--- src/design/html_text_extractor_macros.svh ---
// assertion macros for the html text extractor
// expects clk and arst_n in the scope of every use
`ifndef HTML_TEXT_EXTRACTOR_MACROS_SVH
`define HTML_TEXT_EXTRACTOR_MACROS_SVH
`ifndef SYNTHESIS
// same-cycle implication
`define HTE_ASSERT_IMP(label, ante, cons) \
	label: assert property (@(posedge clk) disable iff (!arst_n) (ante) |-> (cons)) \
		else $error("html_text_extractor: same-cycle check failed");
// next-cycle implication
`define HTE_ASSERT_NXT(label, ante, cons) \
	label: assert property (@(posedge clk) disable iff (!arst_n) (ante) |=> (cons)) \
		else $error("html_text_extractor: next-cycle check failed");
`else
`define HTE_ASSERT_IMP(label, ante, cons)
`define HTE_ASSERT_NXT(label, ante, cons)
`endif
`endif

--- src/design/hte_pkg.sv ---
// shared types, constants and lookup tables of the html text extractor
// used by the channel interfaces and the top level
package hte_pkg;

	localparam int DATA_W = 8;
	localparam int CHAR_W = 7;
	localparam int LEN_W = 16;
	localparam int ENTITY_NAME_MAX_DEF = 9;
	localparam logic [LEN_W-1:0] LIMIT_RESET = 16'hFFFF;

	localparam logic [DATA_W-1:0] CH_LT = "<";
	localparam logic [DATA_W-1:0] CH_GT = ">";
	localparam logic [DATA_W-1:0] CH_AMP = "&";
	localparam logic [DATA_W-1:0] CH_SEMI = ";";
	localparam logic [DATA_W-1:0] CH_S = "s";
	localparam logic [DATA_W-1:0] CH_C = "c";
	localparam logic [DATA_W-1:0] CH_T = "t";

	localparam int OPEN_SCRIPT_LEN = 7;
	localparam int OPEN_STYLE_LEN = 6;
	localparam int CLOSE_SCRIPT_LEN = 9;
	localparam int CLOSE_STYLE_LEN = 8;
	localparam logic [8*OPEN_SCRIPT_LEN-1:0] OPEN_SCRIPT = "<script";
	localparam logic [8*OPEN_STYLE_LEN-1:0] OPEN_STYLE = "<style";
	localparam logic [8*CLOSE_SCRIPT_LEN-1:0] CLOSE_SCRIPT = "</script>";
	localparam logic [8*CLOSE_STYLE_LEN-1:0] CLOSE_STYLE = "</style>";

	// entity table: names up to six characters, left aligned
	localparam int ENT_ROWS = 16;
	localparam int ENT_NAME_LEN = 6;

	typedef enum logic [6:0] {
		M_TEXT        = 7'b0000001,
		M_TAG         = 7'b0000010,
		M_TAG_SCRIPT  = 7'b0000100,
		M_TAG_STYLE   = 7'b0001000,
		M_SKIP_SCRIPT = 7'b0010000,
		M_SKIP_STYLE  = 7'b0100000,
		M_ENTITY      = 7'b1000000
	} mode_t;

	typedef struct packed {
		logic [8*ENT_NAME_LEN-1:0] name;
		logic [2:0]                len;
		logic [CHAR_W-1:0]         repl;
	} ent_row_t;

	// out of range positions give zero, which never matches a nonzero word
	function automatic logic [DATA_W-1:0] open_script_char(input logic [2:0] i);
		if (int'(i) < OPEN_SCRIPT_LEN)
			return OPEN_SCRIPT[8*(OPEN_SCRIPT_LEN-1-int'(i)) +: 8];
		return '0;
	endfunction

	function automatic logic [DATA_W-1:0] open_style_char(input logic [2:0] i);
		if (int'(i) < OPEN_STYLE_LEN)
			return OPEN_STYLE[8*(OPEN_STYLE_LEN-1-int'(i)) +: 8];
		return '0;
	endfunction

	function automatic logic [DATA_W-1:0] close_script_char(input logic [3:0] i);
		if (int'(i) < CLOSE_SCRIPT_LEN)
			return CLOSE_SCRIPT[8*(CLOSE_SCRIPT_LEN-1-int'(i)) +: 8];
		return '0;
	endfunction

	function automatic logic [DATA_W-1:0] close_style_char(input logic [3:0] i);
		if (int'(i) < CLOSE_STYLE_LEN)
			return CLOSE_STYLE[8*(CLOSE_STYLE_LEN-1-int'(i)) +: 8];
		return '0;
	endfunction

	function automatic logic is_name_char(input logic [DATA_W-1:0] b);
		return (b >= "a" && b <= "z") || (b >= "A" && b <= "Z") ||
			(b >= "0" && b <= "9") || b == "#";
	endfunction

	function automatic ent_row_t ent_row(input logic [3:0] r);
		ent_row_t row;
		case (r)
			4'd0:  row = '{{"lt", 32'd0}, 3'd2, 7'h3C};
			4'd1:  row = '{{"gt", 32'd0}, 3'd2, 7'h3E};
			4'd2:  row = '{{"amp", 24'd0}, 3'd3, 7'h26};
			4'd3:  row = '{{"quot", 16'd0}, 3'd4, 7'h22};
			4'd4:  row = '{{"#39", 24'd0}, 3'd3, 7'h27};
			4'd5:  row = '{{"apos", 16'd0}, 3'd4, 7'h27};
			4'd6:  row = '{{"nbsp", 16'd0}, 3'd4, 7'h20};
			4'd7:  row = '{"middot", 3'd6, 7'h2D};
			4'd8:  row = '{{"bull", 16'd0}, 3'd4, 7'h2D};
			4'd9:  row = '{{"ndash", 8'd0}, 3'd5, 7'h2D};
			4'd10: row = '{{"mdash", 8'd0}, 3'd5, 7'h2D};
			4'd11: row = '{{"lsquo", 8'd0}, 3'd5, 7'h27};
			4'd12: row = '{{"rsquo", 8'd0}, 3'd5, 7'h27};
			4'd13: row = '{{"ldquo", 8'd0}, 3'd5, 7'h22};
			4'd14: row = '{{"rdquo", 8'd0}, 3'd5, 7'h22};
			default: row = '{"hellip", 3'd6, 7'h2E};
		endcase
		return row;
	endfunction

endpackage

--- src/design/hte_if.sv ---
// valid/ready channels of the html text extractor: document words in, text words out
// depends on hte_pkg for field widths
interface hte_in_if;
	logic                           valid;
	logic                           ready;
	logic [hte_pkg::DATA_W-1:0]     doc_byte;

	modport source (output valid, output doc_byte, input ready);
	modport sink (input valid, input doc_byte, output ready);
endinterface

interface hte_out_if;
	logic                           valid;
	logic                           ready;
	logic [hte_pkg::CHAR_W-1:0]     text_byte;
	logic                           char_valid;
	logic                           end_of_text;
	logic [hte_pkg::LEN_W-1:0]      text_length;

	modport source (output valid, output text_byte, output char_valid,
		output end_of_text, output text_length, input ready);
	modport sink (input valid, input text_byte, input char_valid,
		input end_of_text, input text_length, output ready);
endinterface

--- src/design/html_text_extractor.sv ---
// html text extractor top level: tag stripping, script/style skipping, entity decode
// depends on hte_pkg, hte_if.sv and html_text_extractor_macros.svh
//
//   channel    dir  handshake     word
//   doc_in     in   valid/ready   doc_byte
//   text_out   out  valid/ready   text_byte, char_valid, end_of_text, text_length
//   cfg        in   cfg_we        cfg_wdata (output limit)
//
// one document word is taken per cycle while doc_in is ready; its parser update is
// done in the accept cycle; results go to a burst register that shifts out one word
// per cycle while text_out is ready; a word that makes several results holds doc_in
// until its last result leaves (entity flush: up to ENTITY_NAME_MAX+2 results);
// single results flow back to back; arst_n clears parser state and the burst, and
// the output limit resets to 65535; text_out stalls hold the burst; doc_in is ready
// when the burst is empty or its last word leaves in the same cycle
`include "html_text_extractor_macros.svh"

module html_text_extractor #(
	parameter int ENTITY_NAME_MAX = hte_pkg::ENTITY_NAME_MAX_DEF
) (
	input  logic                       clk,
	input  logic                       arst_n,
	input  logic                       cfg_we,
	input  logic [hte_pkg::LEN_W-1:0]  cfg_wdata,
	hte_in_if.sink                     doc_in,
	hte_out_if.source                  text_out
);

	localparam int CNT_W = $clog2(ENTITY_NAME_MAX + 1);
	localparam int IDX_W = $clog2(ENTITY_NAME_MAX);
	localparam int SLOTS = ENTITY_NAME_MAX + 2;
	localparam int SLOT_W = $clog2(SLOTS + 1);
	localparam int LEN_W = hte_pkg::LEN_W;
	localparam int CHAR_W = hte_pkg::CHAR_W;

	// parser state
	logic [LEN_W-1:0]   limit_q;
	hte_pkg::mode_t     mode_q, mode_d;
	logic [2:0]         otp_q, otp_d;
	logic [3:0]         ctp_q, ctp_d;
	logic [CHAR_W-1:0]  ebuf_q [ENTITY_NAME_MAX];
	logic [CNT_W-1:0]   ecnt_q, ecnt_d;
	logic [LEN_W-1:0]   emitted_q, emitted_d;
	logic               reached_q, reached_d;

	// result burst
	logic [CHAR_W-1:0]  slot_q [SLOTS];
	logic [CHAR_W-1:0]  slot_d [SLOTS];
	logic [SLOT_W-1:0]  left_q;
	logic               end_q;
	logic [LEN_W-1:0]   base_q;

	logic [hte_pkg::DATA_W-1:0] din;
	logic               accept, pop, one_left;
	logic [LEN_W-1:0]   cap, avail;
	logic               wr_en, fl, trail, text_path;
	logic [CHAR_W-1:0]  tch;
	logic [SLOT_W-1:0]  base_idx, req, n_emit;
	logic               ent_hit;
	logic [CHAR_W-1:0]  ent_ch;

	assign din = doc_in.doc_byte;
	assign accept = doc_in.valid && doc_in.ready;
	assign pop = text_out.valid && text_out.ready;

	// limit 0 acts as 1
	assign cap = (limit_q == '0) ? '0 : limit_q - LEN_W'(1);
	assign avail = (reached_q || (emitted_q >= cap)) ? '0 : cap - emitted_q;

	// entity name lookup against the 16-entry table
	always_comb begin
		hte_pkg::ent_row_t row;
		logic row_ok;
		ent_hit = 1'b0;
		ent_ch = '0;
		for (int r = 0; r < hte_pkg::ENT_ROWS; r++) begin
			row = hte_pkg::ent_row(4'(r));
			row_ok = (ecnt_q == CNT_W'(row.len));
			for (int i = 0; i < hte_pkg::ENT_NAME_LEN; i++) begin
				if (3'(i) < row.len &&
						ebuf_q[i] != row.name[8*(hte_pkg::ENT_NAME_LEN-1-i) +: CHAR_W])
					row_ok = 1'b0;
			end
			if (row_ok && !ent_hit) begin
				ent_hit = 1'b1;
				ent_ch = row.repl;
			end
		end
	end

	// parser next state for the word at the input
	always_comb begin
		mode_d = mode_q;
		otp_d = otp_q;
		ctp_d = ctp_q;
		ecnt_d = ecnt_q;
		reached_d = reached_q;
		wr_en = 1'b0;
		fl = 1'b0;
		trail = 1'b0;
		tch = '0;
		text_path = 1'b0;
		if (din == '0) begin
			// end of document: flush a pending entity, then back to reset
			fl = (mode_q == hte_pkg::M_ENTITY);
			mode_d = hte_pkg::M_TEXT;
			otp_d = '0;
			ctp_d = '0;
			ecnt_d = '0;
			reached_d = 1'b0;
		end else if (avail == '0) begin
			reached_d = 1'b1;
		end else begin
			unique case (mode_q)
				hte_pkg::M_TAG: begin
					if (din == hte_pkg::CH_GT) begin
						mode_d = hte_pkg::M_TEXT;
						otp_d = '0;
					end else if (otp_q == 3'd1 && din == hte_pkg::CH_S) begin
						otp_d = 3'd2;
					end else if (otp_q == 3'd2 && din == hte_pkg::CH_C) begin
						mode_d = hte_pkg::M_TAG_SCRIPT;
						otp_d = 3'd3;
					end else if (otp_q == 3'd2 && din == hte_pkg::CH_T) begin
						mode_d = hte_pkg::M_TAG_STYLE;
						otp_d = 3'd3;
					end else begin
						otp_d = '0;
					end
				end
				hte_pkg::M_TAG_SCRIPT: begin
					if (din == hte_pkg::CH_GT) begin
						mode_d = hte_pkg::M_TEXT;
						otp_d = '0;
					end else if (din == hte_pkg::open_script_char(otp_q)) begin
						if (int'(otp_q) == hte_pkg::OPEN_SCRIPT_LEN - 1) begin
							mode_d = hte_pkg::M_SKIP_SCRIPT;
							ctp_d = '0;
							otp_d = '0;
						end else begin
							otp_d = otp_q + 3'd1;
						end
					end else begin
						mode_d = hte_pkg::M_TAG;
						otp_d = '0;
					end
				end
				hte_pkg::M_TAG_STYLE: begin
					if (din == hte_pkg::CH_GT) begin
						mode_d = hte_pkg::M_TEXT;
						otp_d = '0;
					end else if (din == hte_pkg::open_style_char(otp_q)) begin
						if (int'(otp_q) == hte_pkg::OPEN_STYLE_LEN - 1) begin
							mode_d = hte_pkg::M_SKIP_STYLE;
							ctp_d = '0;
							otp_d = '0;
						end else begin
							otp_d = otp_q + 3'd1;
						end
					end else begin
						mode_d = hte_pkg::M_TAG;
						otp_d = '0;
					end
				end
				hte_pkg::M_SKIP_SCRIPT: begin
					if (din == hte_pkg::close_script_char(ctp_q)) begin
						if (int'(ctp_q) == hte_pkg::CLOSE_SCRIPT_LEN - 1) begin
							mode_d = hte_pkg::M_TEXT;
							ctp_d = '0;
						end else begin
							ctp_d = ctp_q + 4'd1;
						end
					end else begin
						ctp_d = (din == hte_pkg::CH_LT) ? 4'd1 : 4'd0;
					end
				end
				hte_pkg::M_SKIP_STYLE: begin
					if (din == hte_pkg::close_style_char(ctp_q)) begin
						if (int'(ctp_q) == hte_pkg::CLOSE_STYLE_LEN - 1) begin
							mode_d = hte_pkg::M_TEXT;
							ctp_d = '0;
						end else begin
							ctp_d = ctp_q + 4'd1;
						end
					end else begin
						ctp_d = (din == hte_pkg::CH_LT) ? 4'd1 : 4'd0;
					end
				end
				hte_pkg::M_ENTITY: begin
					if (hte_pkg::is_name_char(din) && int'(ecnt_q) < ENTITY_NAME_MAX) begin
						wr_en = 1'b1;
						ecnt_d = ecnt_q + CNT_W'(1);
					end else if (din == hte_pkg::CH_SEMI) begin
						mode_d = hte_pkg::M_TEXT;
						ecnt_d = '0;
						trail = ent_hit;
						tch = ent_ch;
					end else begin
						// failed entity: write it out as is, then treat the word as text if room is left
						fl = 1'b1;
						mode_d = hte_pkg::M_TEXT;
						ecnt_d = '0;
						if (LEN_W'(ecnt_q) + LEN_W'(1) < avail)
							text_path = 1'b1;
						else
							reached_d = 1'b1;
					end
				end
				default: begin
					mode_d = hte_pkg::M_TEXT;
					text_path = 1'b1;
				end
			endcase
			if (text_path) begin
				if (din == hte_pkg::CH_LT) begin
					mode_d = hte_pkg::M_TAG;
					otp_d = 3'd1;
				end else if (din == hte_pkg::CH_AMP) begin
					mode_d = hte_pkg::M_ENTITY;
					ecnt_d = '0;
				end else if (!din[7]) begin
					trail = 1'b1;
					tch = din[CHAR_W-1:0];
				end
			end
		end
	end

	// burst layout: '&' and the name on a flush, then the trailing character
	assign base_idx = fl ? SLOT_W'(ecnt_q) + SLOT_W'(1) : '0;
	assign req = base_idx + SLOT_W'(trail);
	assign n_emit = (avail < LEN_W'(req)) ? SLOT_W'(avail) : req;
	assign emitted_d = (din == '0) ? '0 : emitted_q + LEN_W'(n_emit);

	always_comb begin
		slot_d[0] = (trail && base_idx == '0) ? tch : hte_pkg::CH_AMP[CHAR_W-1:0];
		for (int k = 1; k < SLOTS; k++) begin
			if (trail && base_idx == SLOT_W'(k))
				slot_d[k] = tch;
			else if (k <= ENTITY_NAME_MAX)
				slot_d[k] = ebuf_q[k-1];
			else
				slot_d[k] = '0;
		end
	end

	always_ff @(posedge clk or negedge arst_n) begin
		if (!arst_n) begin
			limit_q <= hte_pkg::LIMIT_RESET;
			mode_q <= hte_pkg::M_TEXT;
			otp_q <= '0;
			ctp_q <= '0;
			ecnt_q <= '0;
			emitted_q <= '0;
			reached_q <= 1'b0;
		end else begin
			if (cfg_we)
				limit_q <= cfg_wdata;
			if (accept) begin
				mode_q <= mode_d;
				otp_q <= otp_d;
				ctp_q <= ctp_d;
				ecnt_q <= ecnt_d;
				emitted_q <= emitted_d;
				reached_q <= reached_d;
			end
		end
	end

	always_ff @(posedge clk) begin
		if (accept && wr_en)
			ebuf_q[ecnt_q[IDX_W-1:0]] <= din[CHAR_W-1:0];
	end

	// burst control
	always_ff @(posedge clk or negedge arst_n) begin
		if (!arst_n) begin
			left_q <= '0;
			end_q <= 1'b0;
		end else if (accept) begin
			left_q <= n_emit;
			end_q <= (din == '0);
		end else if (pop) begin
			if (left_q != '0)
				left_q <= left_q - SLOT_W'(1);
			else
				end_q <= 1'b0;
		end
	end

	// burst payload
	always_ff @(posedge clk) begin
		if (accept) begin
			base_q <= emitted_q;
			for (int k = 0; k < SLOTS; k++)
				slot_q[k] <= slot_d[k];
		end else if (pop && left_q != '0) begin
			base_q <= base_q + LEN_W'(1);
			for (int k = 0; k < SLOTS - 1; k++)
				slot_q[k] <= slot_q[k+1];
		end
	end

	assign one_left = (left_q == SLOT_W'(1) && !end_q) || (left_q == '0 && end_q);
	assign text_out.valid = (left_q != '0) || end_q;
	assign doc_in.ready = !text_out.valid || (one_left && text_out.ready);

	assign text_out.char_valid = (left_q != '0);
	assign text_out.end_of_text = (left_q == '0) && end_q;
	assign text_out.text_byte = (left_q != '0) ? slot_q[0] : '0;
	assign text_out.text_length = (left_q != '0) ? base_q + LEN_W'(1) : base_q;

	`HTE_ASSERT_NXT(a_doc_end_clears, accept && (din == '0), (mode_q == hte_pkg::M_TEXT) && (emitted_q == '0) && !reached_q)
	`HTE_ASSERT_IMP(a_burst_tracks_count, (left_q != '0) && !end_q, emitted_q == base_q + LEN_W'(left_q))
	`HTE_ASSERT_NXT(a_limit_sticky, reached_q && !(accept && (din == '0)), reached_q)

endmodule
--- src/flat_wrapper.sv ---
// flat-port wrapper written by rule: the top's interface ports become plain ports
module html_text_extractor_flat 
#(
	parameter int ENTITY_NAME_MAX = hte_pkg::ENTITY_NAME_MAX_DEF
)
  (clk, arst_n, cfg_we, cfg_wdata, doc_in_valid, doc_in_doc_byte, doc_in_ready, text_out_valid, text_out_text_byte, text_out_char_valid, text_out_end_of_text, text_out_text_length, text_out_ready);
  hte_in_if doc_in_i ();
  hte_out_if text_out_i ();
  input  logic clk;
  input  logic arst_n;
  input  logic cfg_we;
  input  logic [hte_pkg::LEN_W-1:0] cfg_wdata;
  input wire logic [$bits(doc_in_i.valid)-1:0] doc_in_valid;
  input wire logic [$bits(doc_in_i.doc_byte)-1:0] doc_in_doc_byte;
  output wire logic [$bits(doc_in_i.ready)-1:0] doc_in_ready;
  output wire logic [$bits(text_out_i.valid)-1:0] text_out_valid;
  output wire logic [$bits(text_out_i.text_byte)-1:0] text_out_text_byte;
  output wire logic [$bits(text_out_i.char_valid)-1:0] text_out_char_valid;
  output wire logic [$bits(text_out_i.end_of_text)-1:0] text_out_end_of_text;
  output wire logic [$bits(text_out_i.text_length)-1:0] text_out_text_length;
  input wire logic [$bits(text_out_i.ready)-1:0] text_out_ready;
  assign doc_in_i.valid = doc_in_valid;
  assign doc_in_i.doc_byte = doc_in_doc_byte;
  assign doc_in_ready = doc_in_i.ready;
  assign text_out_valid = text_out_i.valid;
  assign text_out_text_byte = text_out_i.text_byte;
  assign text_out_char_valid = text_out_i.char_valid;
  assign text_out_end_of_text = text_out_i.end_of_text;
  assign text_out_text_length = text_out_i.text_length;
  assign text_out_i.ready = text_out_ready;
  html_text_extractor #(.ENTITY_NAME_MAX(ENTITY_NAME_MAX)) u_core (.clk(clk), .arst_n(arst_n), .cfg_we(cfg_we), .cfg_wdata(cfg_wdata), .doc_in(doc_in_i), .text_out(text_out_i));
endmodule
--- config.mk ---
export PLATFORM = sky130hd
export DESIGN_NAME = html_text_extractor_flat
export DESIGN_NICKNAME = d
export VERILOG_FILES = /design/src/design/hte_pkg.sv /design/src/design/hte_if.sv /design/src/design/html_text_extractor.sv /design/src/flat_wrapper.sv
export VERILOG_INCLUDE_DIRS = /design/src /design/src/design
export SDC_FILE = /design/constraint.sdc
export NUM_CORES = 1
export LEC_CHECK = 0
export BUFFER_PORTS_ARGS = -buffer_cell sky130_fd_sc_hd__buf_2
export CAP_MARGIN = 20
export CORE_MARGIN = 2
export CORE_UTILIZATION = 38
export DETAILED_ROUTE_END_ITERATION = 8
export HOLD_SLACK_MARGIN = 0.1
export PLACE_DENSITY = 0.5
export SKIP_CTS_REPAIR_TIMING = 1
export SLEW_MARGIN = 20
export SYNTH_ARGS = -nofsm -noshare
export SYNTH_HDL_FRONTEND = slang
export SYNTH_SLANG_ARGS = --single-unit
--- constraint.sdc ---
create_clock -name clk -period 21 [get_ports clk]
set_input_delay 1.05 -clock clk [delete_from_list [all_inputs] [get_ports clk]]
set_output_delay 1.05 -clock clk [all_outputs]
set_load 0.05 [all_outputs]
==> results of run 1 <==
worst reg2reg max path, delay by kind of cell (launching register included):
| family | cells | cell delay [ps] |
|---|---|---|
| fa+ha+maj | 7 | 2140 |
| flops | 1 | 380 |
| xor+xnor | 1 | 130 |
| simple gates | 13 | 3470 |
| mux | 1 | 350 |
| buf+inv | 2 | 110 |
| compound gates | 10 | 3000 |
layout make-up:
cell class              count  area, µm²  share of cell area (%)
inverters                  63        236                    1.48
well taps                 511        639                    4.01
repair buffers             70        388                    2.43
flip-flops and latches    212       6110                    38.3
clock buffers              32        683                    4.28
clock inverters            16        153                   0.957
diodes                      1       2.50                  0.0157
multi-input cells        1175       7740                    48.5
cell usage after synthesis (5+ instances only):
| cell | instances | area (µm²) |
|---|---|---|
| sky130_fd_sc_hd__a211oi_1 | 12 | 90.1 |
| sky130_fd_sc_hd__a21o_1 | 9 | 67.6 |
| sky130_fd_sc_hd__a21oi_1 | 54 | 270 |
| sky130_fd_sc_hd__a221o_1 | 19 | 190 |
| sky130_fd_sc_hd__a22o_1 | 7 | 61.3 |
| sky130_fd_sc_hd__a31oi_1 | 6 | 37.5 |
| sky130_fd_sc_hd__and2_1 | 24 | 150 |
| sky130_fd_sc_hd__and3_1 | 22 | 138 |
| sky130_fd_sc_hd__and3b_1 | 7 | 61.3 |
| sky130_fd_sc_hd__buf_2 | 16 | 80.1 |
| sky130_fd_sc_hd__clkbuf_1 | 53 | 199 |
| sky130_fd_sc_hd__dfrtp_1 | 39 | 976 |
| sky130_fd_sc_hd__dfstp_2 | 17 | 447 |
| sky130_fd_sc_hd__edfxtp_1 | 156 | 4680 |
| sky130_fd_sc_hd__ha_1 | 49 | 613 |
| sky130_fd_sc_hd__inv_1 | 61 | 229 |
| sky130_fd_sc_hd__mux2_2 | 16 | 180 |
| sky130_fd_sc_hd__mux2i_1 | 46 | 460 |
| sky130_fd_sc_hd__nand2_1 | 181 | 679 |
| sky130_fd_sc_hd__nand2b_1 | 11 | 68.8 |
| sky130_fd_sc_hd__nand3_1 | 76 | 380 |
| sky130_fd_sc_hd__nand3b_1 | 18 | 135 |
| sky130_fd_sc_hd__nand4_1 | 25 | 156 |
| sky130_fd_sc_hd__nand4b_1 | 5 | 43.8 |
| sky130_fd_sc_hd__nor2_1 | 124 | 465 |
| sky130_fd_sc_hd__nor2b_1 | 20 | 125 |
| sky130_fd_sc_hd__nor3_1 | 36 | 180 |
| sky130_fd_sc_hd__nor3b_1 | 14 | 105 |
| sky130_fd_sc_hd__nor4_1 | 20 | 125 |
| sky130_fd_sc_hd__nor4b_1 | 5 | 43.8 |
| sky130_fd_sc_hd__nor4bb_1 | 8 | 80.1 |
| sky130_fd_sc_hd__o2111ai_1 | 5 | 43.8 |
| sky130_fd_sc_hd__o211ai_1 | 5 | 37.5 |
| sky130_fd_sc_hd__o21a_1 | 11 | 82.6 |
| sky130_fd_sc_hd__o21ai_0 | 100 | 500 |
| sky130_fd_sc_hd__o21ai_1 | 15 | 75.1 |
| sky130_fd_sc_hd__o21bai_1 | 7 | 52.6 |
| sky130_fd_sc_hd__o22ai_1 | 13 | 81.3 |
| sky130_fd_sc_hd__o2bb2ai_1 | 5 | 43.8 |
| sky130_fd_sc_hd__o31ai_1 | 7 | 52.6 |
| sky130_fd_sc_hd__or2_2 | 7 | 43.8 |
| sky130_fd_sc_hd__or3_1 | 10 | 62.6 |
| sky130_fd_sc_hd__or4_1 | 9 | 67.6 |
| sky130_fd_sc_hd__xnor2_1 | 55 | 482 |
| sky130_fd_sc_hd__xor2_1 | 26 | 228 |
worst paths after layout:
| path | from | endpoint | slack (ps) | cells after the start |
|---|---|---|---|---|
| setup reg to reg | u_core.limit_q[5] | u_core.emitted_q[12] | 11250 | 34 |
| setup / recovery | u_core.limit_q[5] | u_core.emitted_q[12] | 11250 | 34 |
| hold / removal | u_core.reached_q | u_core.reached_q | 500 | 1 |
| min in group asynchronous | arst_n | u_core.mode_q[2] | 670 | 2 |
| hold reg to reg | u_core.reached_q | u_core.reached_q | 500 | 1 |
| max in group asynchronous | arst_n | u_core.emitted_q[11] | 19820 | 2 |
cells by family after synthesis:
logic type / count (synthesis)
buffers and inverters: 138
adder cells (fa/ha/maj): 51
multiplexers: 62
flip-flops: 212
XOR/XNOR: 81
AO/OA/AOI/OAI: 332
AND/OR/NAND/NOR: 649
flip-flops by register name (all words and copies together) (netlist names):
name              count
u_core.slot_q        77
u_core.ebuf_q        63
u_core.base_q        16
u_core.emitted_q     16
u_core.limit_q       16
u_core.mode_q         7
u_core.ctp_q          4
u_core.ecnt_q         4
u_core.left_q         4
u_core.otp_q          3
u_core.end_q          1
u_core.reached_q      1
where the power goes:
group	total [mW]	switching, mW	internal (mW)
clock	0.447	0.190	0.257
sequential	0.644	0.0551	0.589
combinational	0.544	0.380	0.164
total	1.63	0.625	1.01
layer usage:
metal | vias to the layer above | global-route usage, %
met1 | 5701 | 32.9
met3 | 54 | 2.61
li1 | 5689 | -
met4 | 0 | 5.17
met2 | 326 | 32.5
met5 | - | 0
stage by stage:
step                total power, mW  std cells
floorplan                      1.06       1525
global placement               1.20       2031
detailed placement             1.20       2031
CTS                            1.65       2079
global route                   1.73       2079
finish                         1.63       2080
==> impl_metrics.prom, run 1 <==
# TYPE chip_impl_metric gauge
chip_impl_info{name="run_status",value="completed"} 1
chip_impl_info{name="rsz0062_at_grt",value="no"} 1
chip_impl_metric{name="grt_first_pass_wirelength",unit="mm"} 65.8
chip_impl_metric{name="fin_tns_setup",unit="ps"} 0
chip_impl_info{name="cts.root.buffer_cell",value="sky130_fd_sc_hd__clkbuf_16"} 1
chip_impl_info{name="type_of_element_launching_the_critical_path",value="flip-flop"} 1
chip_impl_metric{name="route.final.wire_length",unit="mm"} 42.4
chip_impl_metric{name="detailroute.via_count",unit=""} 11800
chip_impl_metric{name="cts_num_sinks",unit=""} 212
chip_impl_metric{name="vdd.ir_drop.worst",unit="µV"} 56.3
chip_impl_metric{name="critical_path_arrival",unit="ps"} 10170
chip_impl_metric{name="setup-violations-final",unit=""} 0
chip_impl_info{name="critPathCaptureType",value="flip-flop"} 1
chip_impl_metric{name="post_route_cells_drive_above_1_share",unit="%"} 12.2
chip_impl_metric{name="placed_cell_area",unit="mm²"} 0.0151
chip_impl_metric{name="fillers",unit=""} 3751
chip_impl_metric{name="synth_xor_area_share",unit="%"} 4.94
chip_impl_metric{name="muxShareOfSynthArea",unit="%"} 4.46
chip_impl_metric{name="synthDistinctLibCells",unit=""} 103
chip_impl_metric{name="aggregate_global_routing_overflow",unit=""} 0
chip_impl_metric{name="globalplace.congestion",unit=""} 0.892
chip_impl_info{name="final_common_cell",value="sky130_fd_sc_hd__nand2_1"} 1
chip_impl_metric{name="worst_slew_margin_rel",unit="%"} 30.6
chip_impl_metric{name="synth_nets",unit=""} 1605
chip_impl_metric{name="die_height",unit="µm"} 198
chip_impl_metric{name="rows",unit=""} 71
chip_impl_metric{name="clk_skew",unit="ps"} 10.1
chip_impl_metric{name="synth_enable_flop_cells",unit=""} 156
chip_impl_metric{name="detailed_place_hpwl",unit="mm"} 29.8
chip_impl_info{name="synth_top_flop_cell",value="sky130_fd_sc_hd__edfxtp_1"} 1
chip_impl_metric{name="synth_seq_area_share",unit="%"} 42.5
chip_impl_metric{name="cts-buffers-inserted",unit=""} 26
chip_impl_metric{name="slowest_stage_delay_cp",unit="ps"} 700
chip_impl_info{name="timing.hold.worst.class",value="reg2reg"} 1
chip_impl_metric{name="asyncSetResetFlopFracSynth",unit="%"} 26.4
chip_impl_metric{name="fin_util",unit="%"} 42.5
chip_impl_metric{name="max_cap_violations",unit=""} 0
chip_impl_metric{name="std_cell_core_area",unit="mm²"} 0.0375
chip_impl_metric{name="worst-path-max-fanout",unit=""} 18
chip_impl_metric{name="syn_to_final_growth",unit="%"} 11.0
chip_impl_metric{name="min_period_over_period",unit="%"} 46.4
chip_impl_info{name="worst_path_dominant_cell_family",value="simple AND/OR/NAND/NOR gates"} 1
chip_impl_metric{name="synthesis.area_per_instance",unit="µm²"} 9.42
chip_impl_metric{name="fin_worst_hold_slack",unit="ps"} 499
chip_impl_metric{name="synth.ff_latch_count",unit=""} 212
chip_impl_metric{name="antenna_found_initial",unit=""} 0
chip_impl_metric{name="remaining_drc_errors",unit=""} 0
chip_impl_info{name="critPathKind",value="reg2reg"} 1
chip_impl_metric{name="num_io_pins",unit=""} 56
chip_impl_metric{name="post_drt_wl_per_cell",unit="µm"} 20.4
chip_impl_metric{name="initial_core_utilization",unit="%"} 38.3
chip_impl_metric{name="cts.path.max_buffers",unit=""} 3
chip_impl_metric{name="die_w",unit="µm"} 198
chip_impl_metric{name="dieArea",unit="mm²"} 0.0394
chip_impl_metric{name="detail_route.vias_per_cell",unit=""} 5.66
chip_impl_info{name="cts_tree",value="done"} 1
chip_impl_metric{name="mappedNetlistArea",unit="mm²"} 0.0144
chip_impl_metric{name="power.density",unit="mW/mm²"} 103
chip_impl_info{name="combinational_family_with_the_most_area_after_synthesis",value="simple AND/OR/NAND/NOR gates"} 1
chip_impl_metric{name="h_tree_depth",unit=""} 1
chip_impl_metric{name="final_slew_viol_count",unit=""} 0
chip_impl_metric{name="dp_slack",unit="ps"} 11380
chip_impl_metric{name="synthesis.instances",unit=""} 1525
chip_impl_metric{name="synth-simple-area-share",unit="%"} 23.9
chip_impl_info{name="worst_path_max_delay_cell",value="sky130_fd_sc_hd__nor2_1"} 1
chip_impl_info{name="timing.critical_path.mode_cell",value="sky130_fd_sc_hd__ha_1"} 1
chip_impl_metric{name="met1Wirelength",unit="mm"} 21.4
chip_impl_metric{name="grt.total_usage",unit="%"} 21.6
chip_impl_metric{name="grt_max_degree",unit=""} 91
chip_impl_metric{name="required",unit="ps"} 21410
chip_impl_metric{name="finalHoldViolations",unit=""} 0
chip_impl_metric{name="clkSlewWorstSetupHoldPaths",unit="ps"} 60
chip_impl_metric{name="clock_insertion_delay_worst_skew",unit="ps"} 560
chip_impl_metric{name="num-nets-final",unit=""} 1628
chip_impl_info{name="most_frequent_cells_in_the_layout",value="180 x sky130_fd_sc_hd__nand2_1, 156 x sky130_fd_sc_hd__edfxtp_1, 123 x sky130_fd_sc_hd__nor2_1"} 1
chip_impl_metric{name="route.met2.wl",unit="mm"} 18.2
chip_impl_metric{name="fmaxAchievable",unit="GHz"} 0.103
chip_impl_metric{name="post_synthesis_adder_cell_area_fraction",unit="%"} 4.55
chip_impl_metric{name="finalWorstPathRequiredPeriod",unit="ps"} 9750
chip_impl_metric{name="portBuffers",unit=""} 55
chip_impl_metric{name="finish.instance_area",unit="mm²"} 0.0159
chip_impl_metric{name="drt_iter0_markers",unit=""} 1036
chip_impl_metric{name="setup_ws",unit="ps"} 11250
chip_impl_metric{name="synth_warnings",unit=""} 0
chip_impl_metric{name="route.antenna.remaining_nets",unit=""} 0
chip_impl_metric{name="first_pass_iters",unit=""} 5
chip_impl_metric{name="detailroute.wirelength.met3",unit="mm"} 2.09
chip_impl_metric{name="worst-path-buf-inv",unit=""} 2
chip_impl_info{name="route.top_layer_used",value="met4"} 1
chip_impl_metric{name="fraction_of_the_mapped_netlist_area_in_compound_gates",unit="%"} 15.8
chip_impl_metric{name="power_leakage",unit="nW"} 5.78
chip_impl_metric{name="number_of_global_route_vias_before_repair",unit=""} 11100
chip_impl_metric{name="tightestPinTransition",unit="ps"} 1030
Power figures use the tool's default switching activity.
==> inputs of run 2 (changes only) <==
clock period = 9.8 ns   (was 21 ns; I/O delays follow)
==> impl_metrics.prom, run 2 (same netlist as run 1, synthesis figures left out) <==
# TYPE chip_impl_metric gauge
chip_impl_metric{name="number_of_global_route_vias_before_repair",unit=""} 11200
chip_impl_metric{name="critical_path_arrival",unit="ps"} 9400
chip_impl_metric{name="worst_slew_margin_rel",unit="%"} 26.6
chip_impl_metric{name="detail_route.vias_per_cell",unit=""} 5.68
chip_impl_metric{name="route.final.wire_length",unit="mm"} 42.6
chip_impl_metric{name="post_route_cells_drive_above_1_share",unit="%"} 12.1
chip_impl_metric{name="worst-path-max-fanout",unit=""} 13
chip_impl_info{name="type_of_element_launching_the_critical_path",value="flip-flop"} 1
chip_impl_metric{name="detailroute.via_count",unit=""} 11800
chip_impl_metric{name="required",unit="ps"} 10200
chip_impl_metric{name="drt_iter0_markers",unit=""} 1166
chip_impl_metric{name="dp_slack",unit="ps"} 726
chip_impl_metric{name="remaining_drc_errors",unit=""} 0
chip_impl_metric{name="placed_cell_area",unit="mm²"} 0.0151
chip_impl_info{name="critPathCaptureType",value="flip-flop"} 1
chip_impl_metric{name="fin_util",unit="%"} 42.4
chip_impl_metric{name="die_height",unit="µm"} 198
chip_impl_info{name="timing.hold.worst.class",value="in2async"} 1
chip_impl_metric{name="setup-violations-final",unit=""} 0
chip_impl_metric{name="min_period_over_period",unit="%"} 91.9
chip_impl_info{name="run_status",value="completed"} 1
chip_impl_info{name="cts.root.buffer_cell",value="sky130_fd_sc_hd__clkbuf_16"} 1
chip_impl_metric{name="grt_first_pass_wirelength",unit="mm"} 66.5
chip_impl_info{name="final_common_cell",value="sky130_fd_sc_hd__nand2_1"} 1
chip_impl_info{name="most_frequent_cells_in_the_layout",value="180 x sky130_fd_sc_hd__nand2_1, 156 x sky130_fd_sc_hd__edfxtp_1, 123 x sky130_fd_sc_hd__nor2_1"} 1
chip_impl_info{name="worst_path_max_delay_cell",value="sky130_fd_sc_hd__or4_1"} 1
chip_impl_metric{name="final-seq-area",unit="mm²"} 0.00611
chip_impl_metric{name="antenna-diode-count",unit=""} 0
chip_impl_metric{name="placed_cells_incl_taps",unit=""} 2031
chip_impl_metric{name="antenna_found_initial",unit=""} 0
chip_impl_metric{name="dieArea",unit="mm²"} 0.0394
chip_impl_metric{name="cts_num_sinks",unit=""} 212
chip_impl_metric{name="clock_insertion_delay_worst_skew",unit="ps"} 560
chip_impl_metric{name="h_tree_depth",unit=""} 1
chip_impl_metric{name="fin_tns_setup",unit="ps"} 0
chip_impl_metric{name="num_io_pins",unit=""} 56
chip_impl_metric{name="fillers",unit=""} 3771
chip_impl_metric{name="first_pass_iters",unit=""} 5
chip_impl_metric{name="post_drt_wl_per_cell",unit="µm"} 20.5
chip_impl_metric{name="fmaxAchievable",unit="GHz"} 0.111
chip_impl_metric{name="grt.total_usage",unit="%"} 21.7
chip_impl_metric{name="tightestPinTransition",unit="ps"} 1090
chip_impl_metric{name="layout.cells.non_filler",unit=""} 2076
chip_impl_info{name="timing.critical_path.mode_cell",value="sky130_fd_sc_hd__ha_1"} 1
chip_impl_metric{name="vdd.ir_drop.worst",unit="µV"} 137
chip_impl_metric{name="setup_ws",unit="ps"} 795
chip_impl_metric{name="final_slew_viol_count",unit=""} 0
chip_impl_metric{name="route.antenna.remaining_nets",unit=""} 0
chip_impl_metric{name="cts-buffers-inserted",unit=""} 26
chip_impl_metric{name="grt_max_degree",unit=""} 112
chip_impl_metric{name="finalWorstPathRequiredPeriod",unit="ps"} 9000
chip_impl_metric{name="globalplace.congestion",unit=""} 0.869
chip_impl_metric{name="aggregate_global_routing_overflow",unit=""} 0
chip_impl_metric{name="rows",unit=""} 71
chip_impl_metric{name="finish.instance_area",unit="mm²"} 0.0159
chip_impl_metric{name="clkSlewWorstSetupHoldPaths",unit="ps"} 60
chip_impl_metric{name="slowest_stage_delay_cp",unit="ps"} 590
chip_impl_info{name="rsz0062_at_grt",value="no"} 1
chip_impl_metric{name="power.density",unit="mW/mm²"} 218
chip_impl_metric{name="die_w",unit="µm"} 198
chip_impl_metric{name="finalHoldViolations",unit=""} 0
chip_impl_metric{name="max_cap_violations",unit=""} 0
chip_impl_metric{name="cts.path.max_buffers",unit=""} 3
chip_impl_info{name="largest_register",value="u_core.slot_q"} 1
chip_impl_metric{name="largest_register_ffs",unit=""} 77
chip_impl_metric{name="syn_to_final_growth",unit="%"} 10.7
chip_impl_info{name="cts_tree",value="done"} 1
chip_impl_metric{name="power_leakage",unit="nW"} 5.75
chip_impl_metric{name="initial_core_utilization",unit="%"} 38.3
chip_impl_metric{name="portBuffers",unit=""} 55
chip_impl_info{name="critPathKind",value="reg2reg"} 1
chip_impl_metric{name="clk_skew",unit="ps"} 18.7
chip_impl_metric{name="detailed_place_hpwl",unit="mm"} 30.1
chip_impl_metric{name="num-nets-final",unit=""} 1628
chip_impl_metric{name="std_cell_core_area",unit="mm²"} 0.0375
chip_impl_metric{name="area_used_by_multi_input_combinational_logic",unit="mm²"} 0.00775
[run 2: layout make-up]
type	count	share of cell area [%]
clock buffers	33	4.32
clock inverters	12	0.629
multi-input cells	1175	48.7
flip-flops and latches	212	38.4
repair buffers	70	2.44
inverters	63	1.49
well taps	511	4.02
[run 2: through the flow]
| stage | total power [mW] | hold WS (ps) |
|---|---|---|
| after detailed placement | 2.57 | 490 |
| after global placement | 2.57 | 476 |
| final | 3.47 | 120 |
| after CTS | 3.50 | 129 |
| after global routing | 3.66 | 170 |
| after floorplan | 2.27 | 194 |
[run 2: report_power, final]
group          switching, mW  leakage, nW  internal, mW  total, mW
clock network          0.396        0.383         0.520      0.916
logic                  0.817         3.25         0.352       1.17
registers              0.120         2.12          1.26       1.38
[run 2: per-layer routing]
layer  vias to the layer above  GRT usage (%)  part of all wire [%]
li1                       5690              -                     -
met1                      5732           33.4                    50
met2                       318           32.6                    43
met3                        51           2.59                   5.4
met4                         0           4.81                   1.6
met5                         -              0                     0
[run 2: path summary, 6_finish.rpt]
kind,from,to,slack [ps],depth (start not counted)
hold / removal,arst_n,u_core.emitted_q[11],120,2
min in group clk,cfg_wdata[1],u_core.limit_q[1],160,3
hold reg to reg,u_core.reached_q,u_core.reached_q,500,1
setup / recovery,u_core.limit_q[5],u_core.emitted_q[12],800,36
setup reg to reg,u_core.limit_q[5],u_core.emitted_q[12],800,36
max in group asynchronous,arst_n,u_core.ctp_q[0],9180,2
[run 2: critical path: cells and delay by family (launching register included)]
| family | cells | cell delay (ps) |
|---|---|---|
| buf+inv | 3 | 300 |
| xor+xnor | 1 | 130 |
| simple gates | 12 | 2850 |
| fa+ha+maj | 7 | 2110 |
| compound gates | 12 | 2730 |
| mux | 1 | 360 |
| flops | 1 | 380 |
